File: config.mk
export PLATFORM = sky130hd
export DESIGN_NAME = modbus_fc03_sensor_poll_unit
export DESIGN_NICKNAME = d
export VERILOG_FILES = /design/src/rtl/mfsp_pkg.sv /design/src/rtl/mfsp_rx_core.sv /design/src/rtl/mfsp_out_stage.sv /design/src/rtl/modbus_fc03_sensor_poll_unit.sv
export SDC_FILE = /design/constraint.sdc
export NUM_CORES = 1
export LEC_CHECK = 0
export BUFFER_PORTS_ARGS = -buffer_cell sky130_fd_sc_hd__buf_2
export CELL_PAD_IN_SITES_DETAIL_PLACEMENT = 0
export CELL_PAD_IN_SITES_GLOBAL_PLACEMENT = 1
export CORE_MARGIN = 5
export CORE_UTILIZATION = 52
export CTS_CLUSTER_SIZE = 25
export DETAILED_ROUTE_END_ITERATION = 7
export GPL_TIMING_DRIVEN = 0
export PLACE_DENSITY_LB_ADDON = 0.3
export SYNTH_ARGS = -nofsm -noshare
export SYNTH_HDL_FRONTEND = slang
export SYNTH_HIERARCHICAL = 1
export SYNTH_SLANG_ARGS = --single-unit
File: constraint.sdc
create_clock -name clk_i -period 6.85 [get_ports clk_i]
set_clock_uncertainty 0.2 [all_clocks]
set_input_delay 1.0275 -clock clk_i [delete_from_list [all_inputs] [get_ports clk_i]]
set_output_delay 1.0275 -clock clk_i [all_outputs]
set_load 0.05 [all_outputs]
File: src/rtl/mfsp_pkg.sv
// shared types, codes and the request crc table for the sensor poll unit
package mfsp_pkg;

  // operation codes of an input item
  localparam logic [1:0] OP_START   = 2'd0;
  localparam logic [1:0] OP_RX_BYTE = 2'd1;
  localparam logic [1:0] OP_TIMEOUT = 2'd2;

  // outcome status codes
  localparam logic [1:0] ST_OK      = 2'd0;
  localparam logic [1:0] ST_TIMEOUT = 2'd1;
  localparam logic [1:0] ST_HEADER  = 2'd2;
  localparam logic [1:0] ST_CRC     = 2'd3;

  // result kinds
  localparam logic KIND_REQ     = 1'b0;
  localparam logic KIND_OUTCOME = 1'b1;

  // receive phases
  localparam logic [1:0] PH_IDLE = 2'd0;
  localparam logic [1:0] PH_WAIT = 2'd1;
  localparam logic [1:0] PH_DONE = 2'd2;

  // frame constants
  localparam logic [7:0]  FC_READ_HOLD    = 8'h03;
  localparam logic [7:0]  REQ_COUNT_LO    = 8'h02;
  localparam logic [7:0]  RESP_BYTE_COUNT = 8'h04;
  localparam logic [7:0]  FAIL_MAX        = 8'hFF;
  localparam logic [15:0] CRC_INIT        = 16'hFFFF;
  localparam logic [15:0] CRC_POLY        = 16'hA001;
  localparam logic [3:0]  FRAME_LEN       = 4'd9;
  localparam logic [3:0]  CRC_BYTES       = 4'd7;
  localparam logic [2:0]  REQ_LAST_IDX    = 3'd7;

  typedef logic [15:0] crc_tbl_t [256];

  // result handed from the receive core to the output stage
  typedef struct packed {
    logic        emit_req;
    logic        emit_out;
    logic [1:0]  status;
    logic [7:0]  address;
    logic [15:0] hum;
    logic [15:0] temp;
    logic [7:0]  fails;
  } mfsp_res_t;

  // reflected crc-16 update over one byte
  function automatic logic [15:0] crc_byte(input logic [15:0] crc, input logic [7:0] b);
    logic [15:0] c;
    c = crc ^ {8'h00, b};
    for (int i = 0; i < 8; i++) begin
      c = c[0] ? ((c >> 1) ^ CRC_POLY) : (c >> 1);
    end
    return c;
  endfunction

  // request crc for every slave address, built at elaboration
  function automatic crc_tbl_t build_req_crc();
    crc_tbl_t    t;
    logic [15:0] c;
    for (int a = 0; a < 256; a++) begin
      c = crc_byte(CRC_INIT, 8'(a));
      c = crc_byte(c, FC_READ_HOLD);
      c = crc_byte(c, 8'h00);
      c = crc_byte(c, 8'h00);
      c = crc_byte(c, 8'h00);
      c = crc_byte(c, REQ_COUNT_LO);
      t[a] = c;
    end
    return t;
  endfunction

  localparam crc_tbl_t REQ_CRC_TBL = build_req_crc();

endpackage

File: src/rtl/mfsp_rx_core.sv
// poll state, reply frame collection, frame checks and failure counter
module mfsp_rx_core (
  input  logic                clk_i,
  input  logic                rst_ni,
  input  logic                fire_i,
  input  logic [1:0]          op_i,
  input  logic [7:0]          addr_i,
  input  logic [7:0]          rx_i,
  input  logic [7:0]          ctrl_addr_i,
  output mfsp_pkg::mfsp_res_t res_o
);

  logic [1:0]  phase_q, phase_d;
  logic [7:0]  exp_addr_q, exp_addr_d;
  logic [3:0]  cnt_q, cnt_d;
  logic [15:0] crc_q, crc_d;
  logic [7:0]  fails_q, fails_d;
  logic [7:0]  frame_q [8];

  logic        rx_take;
  logic        frame_end;
  logic        to_take;
  logic        hdr_ok;
  logic        crc_ok;
  logic [1:0]  st;
  logic [7:0]  fails_next;

  // which ops act in the current phase
  assign rx_take   = (op_i == mfsp_pkg::OP_RX_BYTE) && (phase_q == mfsp_pkg::PH_WAIT)
                     && (cnt_q < mfsp_pkg::FRAME_LEN);
  assign frame_end = rx_take && (cnt_q == mfsp_pkg::FRAME_LEN - 4'd1);
  assign to_take   = (op_i == mfsp_pkg::OP_TIMEOUT) && (phase_q == mfsp_pkg::PH_WAIT);

  // frame checks on the ninth byte; the ninth byte itself is rx_i
  assign hdr_ok = (frame_q[0] == exp_addr_q) && (frame_q[1] == mfsp_pkg::FC_READ_HOLD)
                  && (frame_q[2] == mfsp_pkg::RESP_BYTE_COUNT);
  assign crc_ok = ({rx_i, frame_q[7]} == crc_q);

  always_comb begin
    if (to_take) begin
      st = mfsp_pkg::ST_TIMEOUT;
    end else if (!hdr_ok) begin
      st = mfsp_pkg::ST_HEADER;
    end else if (!crc_ok) begin
      st = mfsp_pkg::ST_CRC;
    end else begin
      st = mfsp_pkg::ST_OK;
    end
  end

  // failure counter after this outcome
  always_comb begin
    fails_next = fails_q;
    if (exp_addr_q == ctrl_addr_i) begin
      if (st == mfsp_pkg::ST_OK) begin
        fails_next = 8'd0;
      end else if (fails_q != mfsp_pkg::FAIL_MAX) begin
        fails_next = fails_q + 8'd1;
      end
    end
  end

  // result descriptor
  always_comb begin
    res_o.emit_req = (op_i == mfsp_pkg::OP_START);
    res_o.emit_out = frame_end || to_take;
    res_o.status   = st;
    res_o.address  = res_o.emit_req ? addr_i : exp_addr_q;
    res_o.fails    = fails_next;
    if (!to_take && (st == mfsp_pkg::ST_OK)) begin
      res_o.hum  = {frame_q[3], frame_q[4]};
      res_o.temp = {frame_q[5], frame_q[6]};
    end else begin
      res_o.hum  = 16'd0;
      res_o.temp = 16'd0;
    end
  end

  // next state
  always_comb begin
    phase_d    = phase_q;
    exp_addr_d = exp_addr_q;
    cnt_d      = cnt_q;
    crc_d      = crc_q;
    fails_d    = fails_q;
    if (fire_i) begin
      case (op_i)
        mfsp_pkg::OP_START: begin
          phase_d    = mfsp_pkg::PH_WAIT;
          exp_addr_d = addr_i;
          cnt_d      = 4'd0;
          crc_d      = mfsp_pkg::CRC_INIT;
        end
        mfsp_pkg::OP_RX_BYTE: begin
          if (rx_take) begin
            cnt_d = cnt_q + 4'd1;
            if (cnt_q < mfsp_pkg::CRC_BYTES) begin
              crc_d = mfsp_pkg::crc_byte(crc_q, rx_i);
            end
            if (frame_end) begin
              phase_d = mfsp_pkg::PH_DONE;
              fails_d = fails_next;
            end
          end
        end
        mfsp_pkg::OP_TIMEOUT: begin
          if (to_take) begin
            phase_d = mfsp_pkg::PH_IDLE;
            fails_d = fails_next;
          end
        end
        default: begin
        end
      endcase
    end
  end

  // control state
  always_ff @(posedge clk_i or negedge rst_ni) begin
    if (!rst_ni) begin
      phase_q    <= mfsp_pkg::PH_IDLE;
      exp_addr_q <= 8'd0;
      cnt_q      <= 4'd0;
      crc_q      <= mfsp_pkg::CRC_INIT;
      fails_q    <= 8'd0;
    end else begin
      phase_q    <= phase_d;
      exp_addr_q <= exp_addr_d;
      cnt_q      <= cnt_d;
      crc_q      <= crc_d;
      fails_q    <= fails_d;
    end
  end

  // reply bytes 0..7; byte 8 is checked straight from the input
  always_ff @(posedge clk_i) begin
    if (fire_i && rx_take && !cnt_q[3]) begin
      frame_q[cnt_q[2:0]] <= rx_i;
    end
  end

endmodule

File: src/rtl/mfsp_out_stage.sv
// result register with the eight-byte request sequencer
module mfsp_out_stage (
  input  logic                clk_i,
  input  logic                rst_ni,
  input  logic                load_i,
  input  mfsp_pkg::mfsp_res_t res_i,
  output logic                free_o,
  output logic                out_valid_o,
  input  logic                out_ready_i,
  output logic                kind_o,
  output logic [7:0]          tx_byte_o,
  output logic                last_byte_o,
  output logic [1:0]          status_o,
  output logic [7:0]          polled_address_o,
  output logic signed [15:0]  humidity_tenths_o,
  output logic signed [15:0]  temperature_tenths_o,
  output logic [7:0]          failure_count_o
);

  logic        valid_q;
  logic        kind_q;
  logic [2:0]  idx_q;
  logic [1:0]  status_q;
  logic [7:0]  addr_q;
  logic [15:0] crc_q;
  logic [15:0] hum_q;
  logic [15:0] temp_q;
  logic [7:0]  fails_q;
  logic        run_end;
  logic [7:0]  req_byte;

  assign run_end = (kind_q == mfsp_pkg::KIND_OUTCOME) || (idx_q == mfsp_pkg::REQ_LAST_IDX);
  assign free_o  = !valid_q || (out_ready_i && run_end);

  // valid and byte index
  always_ff @(posedge clk_i or negedge rst_ni) begin
    if (!rst_ni) begin
      valid_q <= 1'b0;
      idx_q   <= 3'd0;
    end else if (load_i) begin
      valid_q <= 1'b1;
      idx_q   <= 3'd0;
    end else if (valid_q && out_ready_i) begin
      if (run_end) begin
        valid_q <= 1'b0;
      end else begin
        idx_q <= idx_q + 3'd1;
      end
    end
  end

  // payload
  always_ff @(posedge clk_i) begin
    if (load_i) begin
      kind_q   <= res_i.emit_req ? mfsp_pkg::KIND_REQ : mfsp_pkg::KIND_OUTCOME;
      status_q <= res_i.status;
      addr_q   <= res_i.address;
      crc_q    <= mfsp_pkg::REQ_CRC_TBL[res_i.address];
      hum_q    <= res_i.hum;
      temp_q   <= res_i.temp;
      fails_q  <= res_i.fails;
    end
  end

  // request byte by position
  always_comb begin
    case (idx_q)
      3'd0:    req_byte = addr_q;
      3'd1:    req_byte = mfsp_pkg::FC_READ_HOLD;
      3'd5:    req_byte = mfsp_pkg::REQ_COUNT_LO;
      3'd6:    req_byte = crc_q[7:0];
      3'd7:    req_byte = crc_q[15:8];
      default: req_byte = 8'h00;
    endcase
  end

  // output fields
  always_comb begin
    out_valid_o      = valid_q;
    kind_o           = kind_q;
    polled_address_o = addr_q;
    if (kind_q == mfsp_pkg::KIND_REQ) begin
      tx_byte_o            = req_byte;
      last_byte_o          = (idx_q == mfsp_pkg::REQ_LAST_IDX);
      status_o             = mfsp_pkg::ST_OK;
      humidity_tenths_o    = 16'sd0;
      temperature_tenths_o = 16'sd0;
      failure_count_o      = 8'd0;
    end else begin
      tx_byte_o            = 8'h00;
      last_byte_o          = 1'b0;
      status_o             = status_q;
      humidity_tenths_o    = signed'(hum_q);
      temperature_tenths_o = signed'(temp_q);
      failure_count_o      = fails_q;
    end
  end

endmodule

File: src/rtl/modbus_fc03_sensor_poll_unit.sv
// top level: input register, control address register, receive core and result stage
// Modbus RTU read-holding-registers poll master. Items enter through a one-deep
// input register and are processed one per cycle unless a result waits for the
// result register. A received byte that completes no frame, or an ignored item,
// never waits on the result side. A start item produces eight request bytes
// (address, 0x03, 0, 0, 0, 2, crc low, crc high, the last one marked). They leave
// the result register one per cycle while the output is ready, so a following item
// that itself produces a result waits for that register. The request crc comes from
// an elaboration-time table indexed by slave address. The ninth reply byte or a
// timeout produces one outcome in the cycle after it is processed. The control
// address register takes a write every cycle and should only be written while idle.
module modbus_fc03_sensor_poll_unit (
  input  logic               clk_i,
  input  logic               rst_ni,
  input  logic               cfg_valid_i,
  output logic               cfg_ready_o,
  input  logic [7:0]         cfg_data_i,
  input  logic               in_valid_i,
  output logic               in_ready_o,
  input  logic [1:0]         operation_i,
  input  logic [7:0]         slave_address_i,
  input  logic [7:0]         rx_byte_i,
  output logic               out_valid_o,
  input  logic               out_ready_i,
  output logic               kind_o,
  output logic [7:0]         tx_byte_o,
  output logic               last_byte_o,
  output logic [1:0]         status_o,
  output logic [7:0]         polled_address_o,
  output logic signed [15:0] humidity_tenths_o,
  output logic signed [15:0] temperature_tenths_o,
  output logic [7:0]         failure_count_o
);

  logic                cfg_write;
  logic [7:0]          ctrl_q;
  logic                in_valid_q;
  logic [1:0]          op_q;
  logic [7:0]          addr_q;
  logic [7:0]          rx_q;
  logic                out_free;
  logic                fire;
  mfsp_pkg::mfsp_res_t res;

  // control address register
  assign cfg_ready_o = 1'b1;
  assign cfg_write   = cfg_valid_i;

  always_ff @(posedge clk_i or negedge rst_ni) begin
    if (!rst_ni) begin
      ctrl_q <= 8'd100;
    end else if (cfg_write) begin
      ctrl_q <= cfg_data_i;
    end
  end

  // process the held item unless its result has nowhere to go
  assign fire       = in_valid_q && (!(res.emit_req || res.emit_out) || out_free);
  assign in_ready_o = !in_valid_q || fire;

  always_ff @(posedge clk_i or negedge rst_ni) begin
    if (!rst_ni) begin
      in_valid_q <= 1'b0;
    end else if (in_ready_o) begin
      in_valid_q <= in_valid_i;
    end
  end

  // input payload on transfer
  always_ff @(posedge clk_i) begin
    if (in_valid_i && in_ready_o) begin
      op_q   <= operation_i;
      addr_q <= slave_address_i;
      rx_q   <= rx_byte_i;
    end
  end

  mfsp_rx_core u_core (
    .clk_i       (clk_i),
    .rst_ni      (rst_ni),
    .fire_i      (fire),
    .op_i        (op_q),
    .addr_i      (addr_q),
    .rx_i        (rx_q),
    .ctrl_addr_i (ctrl_q),
    .res_o       (res)
  );

  mfsp_out_stage u_out (
    .clk_i                (clk_i),
    .rst_ni               (rst_ni),
    .load_i               (fire && (res.emit_req || res.emit_out)),
    .res_i                (res),
    .free_o               (out_free),
    .out_valid_o          (out_valid_o),
    .out_ready_i          (out_ready_i),
    .kind_o               (kind_o),
    .tx_byte_o            (tx_byte_o),
    .last_byte_o          (last_byte_o),
    .status_o             (status_o),
    .polled_address_o     (polled_address_o),
    .humidity_tenths_o    (humidity_tenths_o),
    .temperature_tenths_o (temperature_tenths_o),
    .failure_count_o      (failure_count_o)
  );

endmodule
# Word-level counts from Yosys, hierarchy flattened
# Memory sizes are Yosys's and may differ from the RTL's. A register that Yosys moved wholly into a read port is not among the register bits.
# Index checks and enable logic that the tools add are counted.
# totals
inputBits,31
reg_bits,88
ram_bits,64
memories,2
mem_bits_ro,4096
# memory_table
memory,depth,width,read_ports,rd_ports_with_merged_regs,wr,line,source
(no name shown),256,16,1,1,0,mfsp_out_stage.sv:58,crc_q <= mfsp_pkg::REQ_CRC_TBL[res_i.address];
u_core.frame_q,8,8,8,4,1,mfsp_rx_core.sv:18,logic [7:0] frame_q [8];
# op_classes
n_addsub,3
mux,44
reduce_logical,43
bitwise_logic,10
eq_ne,19
order_cmp,2
# op_table
operator,n
$mux 16,12
$mux 8,9
$pmux 8 s5,1
$pmux 16 s2,1
$not 2->3,8
$eq 16x16->1,1
$eq 8x8->1,2
$pmux 8 s2,1
$xor 16x8->16,1
$logic_and 1x1->1,14
$mux 2,7
$reduce_and 5->1,2
$eq 3x3->1 const B,3
$logic_not 1->1,9
$mux 3,3
$not 8->9,1
$add 8x1->8 const B,1
$eq 8x2->1 const B,1
$eq 8x3->1 const B,1
$ne 2x1->1 const B,4
$ne 8x8->1 const B,1
$pmux 4 s2,1
$reduce_bool 2->1,4
$mux 1,7
18 further kinds,26

# Longest topological paths before layout
# Gate-level depths: netlist (run 1).
# logic_depth
ltp_word,20
mapped_depth,13
depth_no_buf,11

# Cells and area by module
# The synthesis (run 1) kept the hierarchy.
# by_module_without_submodules
module,cells_each,n_inst,area_per_inst_um2
mfsp_rx_core,399,1,4939.7
mfsp_out_stage,177,1,2685.1
modbus_fc03_sensor_poll_unit,44,1,957.2

# Least setup slack after synthesis (run 1)
# Ideal clock, no wire load.
# synth_path
kind,register to register
from,reg u_core.cnt_q[1]
to,"mem u_core.frame_q[5][0], enable pin"
arrival_ps,2988
setup_ps,385
path_buffers,1
stages_incl_launch_ff,12
synth_period_minus_slack_ps,3573
t_required_ps,6265
path_slack_ps,3277
cell_sequence,dfrtp_1 > inv_1 > ha_1 > nor2b_1 > and3_1 > o21a_1 > o21ba_2 > nor2b_1 > clkdlybuf4s15_1 > nand3_1 > or3_1 > nor3b_1
# synth_rtl
element,line,source
from (decl),mfsp_rx_core.sv:15,"logic [3:0] cnt_q, cnt_d;"
from (signal assigned),mfsp_rx_core.sv:129,cnt_q <= cnt_d;
to (decl),mfsp_rx_core.sv:18,

# Final worst setup path (run 1)
# layout_path
from,reg u_out.idx_q[0]
to,"mem u_core.frame_q[5][2], enable pin"
# layout_via
elab_chain_cells,10
# layout_lines
element,line,source
from (decl),mfsp_out_stage.sv:22,logic [2:0] idx_q;
from (signal assigned),mfsp_out_stage.sv:47,idx_q <= idx_q + 3'd1;
$eq 3x3->1,mfsp_out_stage.sv:32,assign run_end = (kind_q == mfsp_pkg::KIND_OUTCOME) || (idx_q == mfsp_pkg::REQ_LAST_IDX);
$logic_or 1x1->1,mfsp_out_stage.sv:32,
$logic_and 1x1->1,mfsp_out_stage.sv:33,assign free_o = !valid_q || (out_ready_i && run_end);
$logic_or 1x1->1,mfsp_out_stage.sv:33,
net out_free,modbus_fc03_sensor_poll_unit.sv:41,logic out_free;
$logic_or 1x1->1,modbus_fc03_sensor_poll_unit.sv:58,assign fire = in_valid_q && (!(res.emit_req || res.emit_out) || out_free);
$logic_and 1x1->1,modbus_fc03_sensor_poll_unit.sv:58,
net fire,modbus_fc03_sensor_poll_unit.sv:42,logic fire;
$logic_and 1x1->1 (2 in a row),mfsp_rx_core.sv:137,if (fire_i && rx_take && !cnt_q[3]) begin
$mux 1,mfsp_rx_core.sv:137,
$mux 1 (implied by the code),mfsp_rx_core.sv:138,frame_q[cnt_q[2:0]] <= rx_i;
# The timed path passes the listed nets, and every way through them passes these cells.

==> flow_summary.yaml, run 1 <==
floorplan:
  core_area_um2: 16410
  dieHeight_um: 138.5
  chipWidth_um: 138.5
  start_util: 0.5231
  die_area_um2: 19170
  rows: 47
  ios: 94
cts:
  cts_resized: 0
  cts_hold_buf: 0
  cts.htree.levels: 4
  cts_buffer_depth: 2
  cts_tree: "done"
  numClockSinks: 194
  clk_latency_ns: 0.43
  clk_pin_slew_worst_paths_ns: 0.07
  root_buffer: "clkbuf_16"
  cts_buffers: 17
  cts_setup_buffers: 0
synth:
  synth_edf_count: 143
  yosysWarningCount: 6
  synth_seq_cells: 194
  ys_types: 63
  synth_cells: 620
  synth_top_area_share: 0.5004
  synth_common_cells: "edfxtp_1 (143), and2_1 (76), xnor2_1 (40)"
  ys_top_cells_by_area: "edfxtp_1 (50%), dfrtp_1 (9.3%), dfstp_2 (5.8%)"
  yosysMostFrequentCell: "edfxtp_1"
  synth_top_area_cell: "edfxtp_1"
  synth-async-reset-ratio: 0.2629
  yosysSeqAreaShare: 0.6518
  yosys_most_used_dff: "edfxtp_1"
  synth.avg_cell_area_um2: 13.84
  netlist_area_um2: 8582
  syn_nets: 664
final_layout:
  final_util: 0.6053
  drive_above_1_share: 0.2644
  fillers: 1288
  syn_to_final_growth_pct: 15.72
  seqCellArea_um2: 5594
  multi_input_comb_area_um2: 2788
  nets: 776
  antennaDiodeCount: 0
sta:
  layout_min_cycle_time_ns: 4.349
  rsz0062_at_grt: "no"
  setup_viol_count_final: 0
  max_clock_freq_mhz: 230.0
  finalSetupTns_ns: 0
  tightest_slew_ns: 1.293
  hold_viol: 0
  finalCritPeriodShare: 0.6348
  relSlewSlack: 0.1362
  drv_slew: 0
pwr:
  power_density_nw_per_um2: 362.8
  vdd_drop_max_mv: 0.2066
  leakage_uw: 0.003855
worst_setup_path:
  crit_type: "flop to flop"
  arrival_ns: 4.18
  r2r-start: "u_out/idx_q[0]"
  cp-end-kind: "flop"
  cp-startpoint: "u_out/idx_q[0]"
  crit_fanout: 10
  cp-start-kind: "flop"
  cp_data_required_time_ns: 6.68
drt:
  wl_mm: 16.23
  first_iter_violations: 372
  dr.pass1.iters: 6
  antenna_left: 0
  vias: 5007
  viasPerCell: 5.189
  wl_per_cell_um: 16.81
  drc: 0
min_path:
  holdCritStartpoint: "u_core/crc_q[3]"
  min_path_type: "flop to flop"
placed_design:
  gp_congestion: 0.8570
  port_buffers: 91
  hpwl_mm: 11.62
global_routing:
  grt_max_degree: 66
  grtUsageTotal: 0.1735
  antenna_found_initial: 0
  grt_overflow: 0
  grt_pass1_vias: 5025
  grt_pass1_wl_mm: 26.35
job:
  cap_violations: 0
run_status:
  status: "complete, no violations"
-- layout make-up --
cell class / count / share of cell area
timing repair buffer: 93 / 0.04838
sequential: 194 / 0.5633
inverter: 16 / 0.006048
clock buffer: 18 / 0.04322
clock inverter: 14 / 0.01474
multi-input combinational: 380 / 0.2807
tap: 220 / 0.02772
buffer: 30 / 0.01588
-- registers in the layout, indices dropped and copies added (netlist names), 8 cells and up --
register           count
u_core/exp_addr_q      8
u_out/crc_q           13
u_out/hum_q           16
u_core/fails_q         8
ctrl_q                 8
u_core/frame_q        64
addr_q                 8
u_out/fails_q          8
u_out/temp_q          16
u_core/crc_q          16
rx_q                   8
-- stage by stage --
stage | total power [uW] | hold WS (ns) | instance area, um^2 | setup WS (ns) | std cells
after floorplan | 2445 | 0.2498 | 8582 | 3.277 | 620
after global placement | 2635 | 0.2685 | 9313 | 2.629 | 931
after detailed placement | 2665 | 0.2928 | 9353 | 2.610 | 933
after CTS | 3628 | 0.3086 | 9928 | 2.559 | 965
after global routing | 3772 | 0.3288 | 9931 | 2.230 | 965
final | 3603 | 0.3087 | 9931 | 2.501 | 965
-- cells by family (layout without fill, tap and decap cells) --
logic type,Yosys count,count (layout),synth area share
xor+xnor,67,67,0.07625
mux,28,28,0.03995
simple gates,174,174,0.1155
flops,194,194,0.6518
buf+inv,46,171,0.02537
fa+ha+maj,13,13,0.01895
other cells,1,1,0.0004370
compound gates,97,97,0.07173
-- cell usage in the layout (no fill, tap or decap), types with 7 or more instances in the layout --
cell       count
ha_1          13
clkbuf_1      21
buf_2         92
mux2_2        18
xor2_1        20
inv_1         15
nor4_1         9
dfstp_2       19
nand2_1       27
xnor2_1       40
and2_1        76
edfxtp_1     143
mux2_4         8
o21ai_0       16
clkbuf_16     17
nor2_1        17
a21o_1        12
dfrtp_1       32
a21oi_1       38
nand3_1        8
buf_4          7
-- power breakdown --
group          switching [uW]  total (uW)  internal [uW]
Clock                     447         962            515
Sequential                147        1630           1480
Combinational             557        1010            456
Total                    1150        3600           2450
-- path summary, 6_finish.rpt --
path / end / depth (start not counted) / slack, ns
worst max-delay path: u_core/frame_q[5][2] / 11 / 2.50
worst min-delay path: u_core/crc_q[3] / 2 / 0.31
worst max register to register: u_core/frame_q[5][2] / 11 / 2.50
worst min register to register: u_core/crc_q[3] / 2 / 0.31
max in group asynchronous: u_core/fails_q[5] / 1 / 5.56
min in group asynchronous: u_core/exp_addr_q[2] / 1 / 0.42
-- metal layers --
metal  vias up  wire length (um)  global-route usage
li1       2444                 -                   -
met1      2424              7409              0.2332
met2       123              7848              0.2821
met3        16               782             0.04765
met4         0               184             0.04576
met5         -                 0                   0
-- worst max-delay path, stage by stage, from the launching register on --
cell and delay, ns:
dfrtp_1 0.44, ha_1 0.18, ha_1 0.16, clkbuf_1 0.32
o21ai_0 0.15, nand2_1 0.18, o21ba_2 0.22, nor2b_1 0.10
clkdlybuf4s15_1 0.35, nand3_1 0.19, or3_1 0.41, nor3b_1 1.06
Power figures use the tool's default switching activity.
==> inputs of run 2 (changes only) <==
--- a/config.mk
+++ b/config.mk
@@ -5,11 +5,12 @@
 export SDC_FILE = /design/constraint.sdc
 export NUM_CORES = 1
 export LEC_CHECK = 0
+export ABC_AREA = 1
 export BUFFER_PORTS_ARGS = -buffer_cell sky130_fd_sc_hd__buf_2
 export CELL_PAD_IN_SITES_DETAIL_PLACEMENT = 0
 export CELL_PAD_IN_SITES_GLOBAL_PLACEMENT = 1
 export CORE_MARGIN = 5
-export CORE_UTILIZATION = 52
+export CORE_UTILIZATION = 41
 export CTS_CLUSTER_SIZE = 25
 export DETAILED_ROUTE_END_ITERATION = 7
 export GPL_TIMING_DRIVEN = 0
==> constraint.sdc (replaced) <==
create_clock -name clk_i -period 3.5 [get_ports clk_i]
set_clock_uncertainty 0.2 [all_clocks]
set_input_delay 0.525 -clock clk_i [delete_from_list [all_inputs] [get_ports clk_i]]
set_output_delay 0.525 -clock clk_i [all_outputs]
set_load 0.05 [all_outputs]
==> flow_summary.yaml, run 2 <==
worst_setup_path:
  crit_path_end: "u_core/frame_q[5][2]"
  cp-startpoint: "op_q[0]"
  critPathMaxStageDelay_ns: 0.45
  reg2reg_slack_ns: 0.29
  slowest_stage: "edfxtp_1"
  r2r-start: "op_q[0]"
  crit_fanout: 10
  crit_top_cell: "inv_1"
  reg2reg_depth: 14
  arrival_ns: 3.08
  r2r_end: "u_core/frame_q[5][2]"
  cp-start-kind: "flop"
  cp-end-kind: "flop"
  path_cells: "inv_1 > ha_1 > inv_1 > nor2_1 > inv_1 > o21ai_0 > inv_1 > nand2_1 > a21boi_0 > buf_2 > nand2_2 > nor2_1 > nand2_1 > nor2_2"
  crit_type: "flop to flop"
  cp_data_required_time_ns: 3.37
floorplan:
  chipWidth_um: 160.5
  ios: 94
  die_area_um2: 25750
  start_util: 0.4126
  core_area_um2: 22500
  rows: 55
  dieHeight_um: 160.5
synth:
  synth_top_area_cell: "edfxtp_1"
  yosysWarningCount: 6
  yosys_most_used_dff: "edfxtp_1"
  synth_seq_cells: 194
  synth.avg_cell_area_um2: 9.532
  synth_top_area_share: 0.4625
  synth_cells: 974
  netlist_area_um2: 9284
  syn_nets: 1018
  yosysMostFrequentCell: "nand2_1"
  synth-async-reset-ratio: 0.2629
  ys_types: 51
  synth_common_cells: "nand2_1 (275), inv_1 (173), edfxtp_1 (143)"
  ys_top_cells_by_area: "edfxtp_1 (46%), nand2_1 (11%), dfrtp_1 (8.6%)"
  yosysSeqAreaShare: 0.6026
  synth_edf_count: 143
sta:
  rsz0062_at_grt: "yes"
  max_clock_freq_mhz: 311.8
  drv_slew: 0
  finalCritPeriodShare: 0.9163
  relSlewSlack: 0.4739
  tightest_slew_ns: 0.7809
  layout_min_cycle_time_ns: 3.207
  hold_viol: 0
  hold_ws_ns: 0.05783
  setup_viol_count_final: 0
global_routing:
  grt_overflow: 0
  grt_pass1_wl_mm: 30.91
  grt_pass1_vias: 5911
  grtUsageTotal: 0.1522
  grt_max_degree: 52
  antenna_found_initial: 0
final_layout:
  final_common_cell: "nand2_1"
  largest_register_ffs: 64
  fillers: 2160
  most-common-layout-cells: "nand2_1 (275), inv_1 (173), edfxtp_1 (143)"
  syn_to_final_growth_pct: 15.98
  antennaDiodeCount: 0
  nets: 1131
  drive_above_1_share: 0.2000
  finalNonFillerCells: 1385
drt:
  viasPerCell: 4.536
  vias: 6282
  antenna_left: 0
  wl_mm: 18.84
  wl_per_cell_um: 13.60
  first_iter_violations: 350
  drc: 0
  dr.pass1.iters: 5
cts:
  clk_latency_ns: 0.44
  numClockSinks: 194
  cts.htree.levels: 4
  cts_buffers: 17
  cts_setup_buffers: 0
  root_buffer: "clkbuf_16"
  clk_pin_slew_worst_paths_ns: 0.08
  cts_buffer_depth: 2
  cts_tree: "done"
min_path:
  min_path_type: "primary input to flop"
job:
  cap_violations: 0
pwr:
  leakage_uw: 0.005082
  power_density_nw_per_um2: 625.6
  vdd_drop_max_mv: 0.3543
placed_design:
  port_buffers: 92
  gp_congestion: 0.7899
  placed_cells: 1352
  hpwl_mm: 13.65
run_status:
  status: "complete, no violations"
-- run 2: cell types whose count changed in the layout (fill, tap and decap cells not counted), sizes merged, moves of 19 or more --
| cell | previous run | this run |
|---|---|---|
| a21oi | 38 | 9 |
| and2 | 76 | 2 |
| clkbuf | 39 | 20 |
| inv | 22 | 195 |
| mux2 | 26 | 1 |
| nand2 | 27 | 281 |
| nand3 | 8 | 34 |
| nor2 | 17 | 106 |
| o21ai | 18 | 43 |
| xnor2 | 43 | 8 |
-- run 2: layout make-up --
class | instances | area, um^2 | share of cell area
repair buffers | 94 | 493.0 | 0.04578
clock buffers | 17 | 425.4 | 0.03951
well taps | 285 | 356.6 | 0.03312
clock inverters | 15 | 163.9 | 0.01522
multi-input cells | 572 | 2879 | 0.2674
flip-flops and latches | 194 | 5594 | 0.5195
plain buffers | 21 | 153.9 | 0.01429
inverters | 187 | 701.9 | 0.06519
-- run 2: worst min path at each step --
stage / start / endpoint / slack [ns] / depth (start not counted)
after CTS: rx_byte_i[1] / rx_q[1] / 0.03 / 1
after detailed placement: u_core/fails_q[5] / u_core/fails_q[5] / 0.27 / 2
after global routing: slave_address_i[6] / addr_q[6] / 0.03 / 1
after floorplan: rst_ni / ctrl_q[0] / 0.03 / 0
final: slave_address_i[6] / addr_q[6] / 0.06 / 1
after global placement: u_core/fails_q[5] / u_core/fails_q[5] / 0.27 / 2
-- run 2: logic make-up (layout without fill, tap and decap cells) --
kind of cell	after synthesis	count (layout)	synth area share
compound gates	72	72	0.04798
xor+xnor	28	28	0.02722
fa+ha+maj	13	13	0.01752
buf+inv	208	334	0.09218
flops	194	194	0.6026
mux	2	2	0.002291
other cells	1	1	0.0004039
simple gates	456	456	0.2098
-- run 2: report_power, final --
part	switching (uW)	leakage (uW)	internal (uW)
Combinational	1230	0.00286	534
Sequential	237	0.00193	2830
Clock	944	0.000288	959
Total	2410	0.00508	4320
-- run 2: timing repair --
item                                    CTS  global route
gates resized for setup                   2            10
hold buffers                              0             1
endpoints found under the setup margin   16            73
hold endpoints to repair                  0             1
-- run 2: routing by layer --
metal  wire, um  track usage
met1       9053       0.2129
met2       8713       0.2414
met3        832      0.03208
met4        236      0.04302
met5          0            0
-- run 2: worst max-delay path, delay by kind of cell, from the launching register on --
| family | cells | cell delay [ns] |
|---|---|---|
| buf+inv | 5 | 0.67 |
| compound gates | 2 | 0.30 |
| fa+ha+maj | 1 | 0.22 |
| simple gates | 6 | 1.01 |
| flops | 1 | 0.45 |
-- run 2: through the flow --
step	setup TNS (ns)	worst slack (ns)	total power, uW	area, um^2	utilization
finish	0	0.2928	6736	10770	0.4785
global route	-0.05899	-0.01177	7158	10770	0.4785
CTS	0	0.02436	6794	10720	0.4765
detailed placement	-2.657	-0.2096	4876	10120	0.4498
global placement	-40.89	-0.8279	4855	10100	0.4489
floorplan	0	0.1317	4414	9284	-
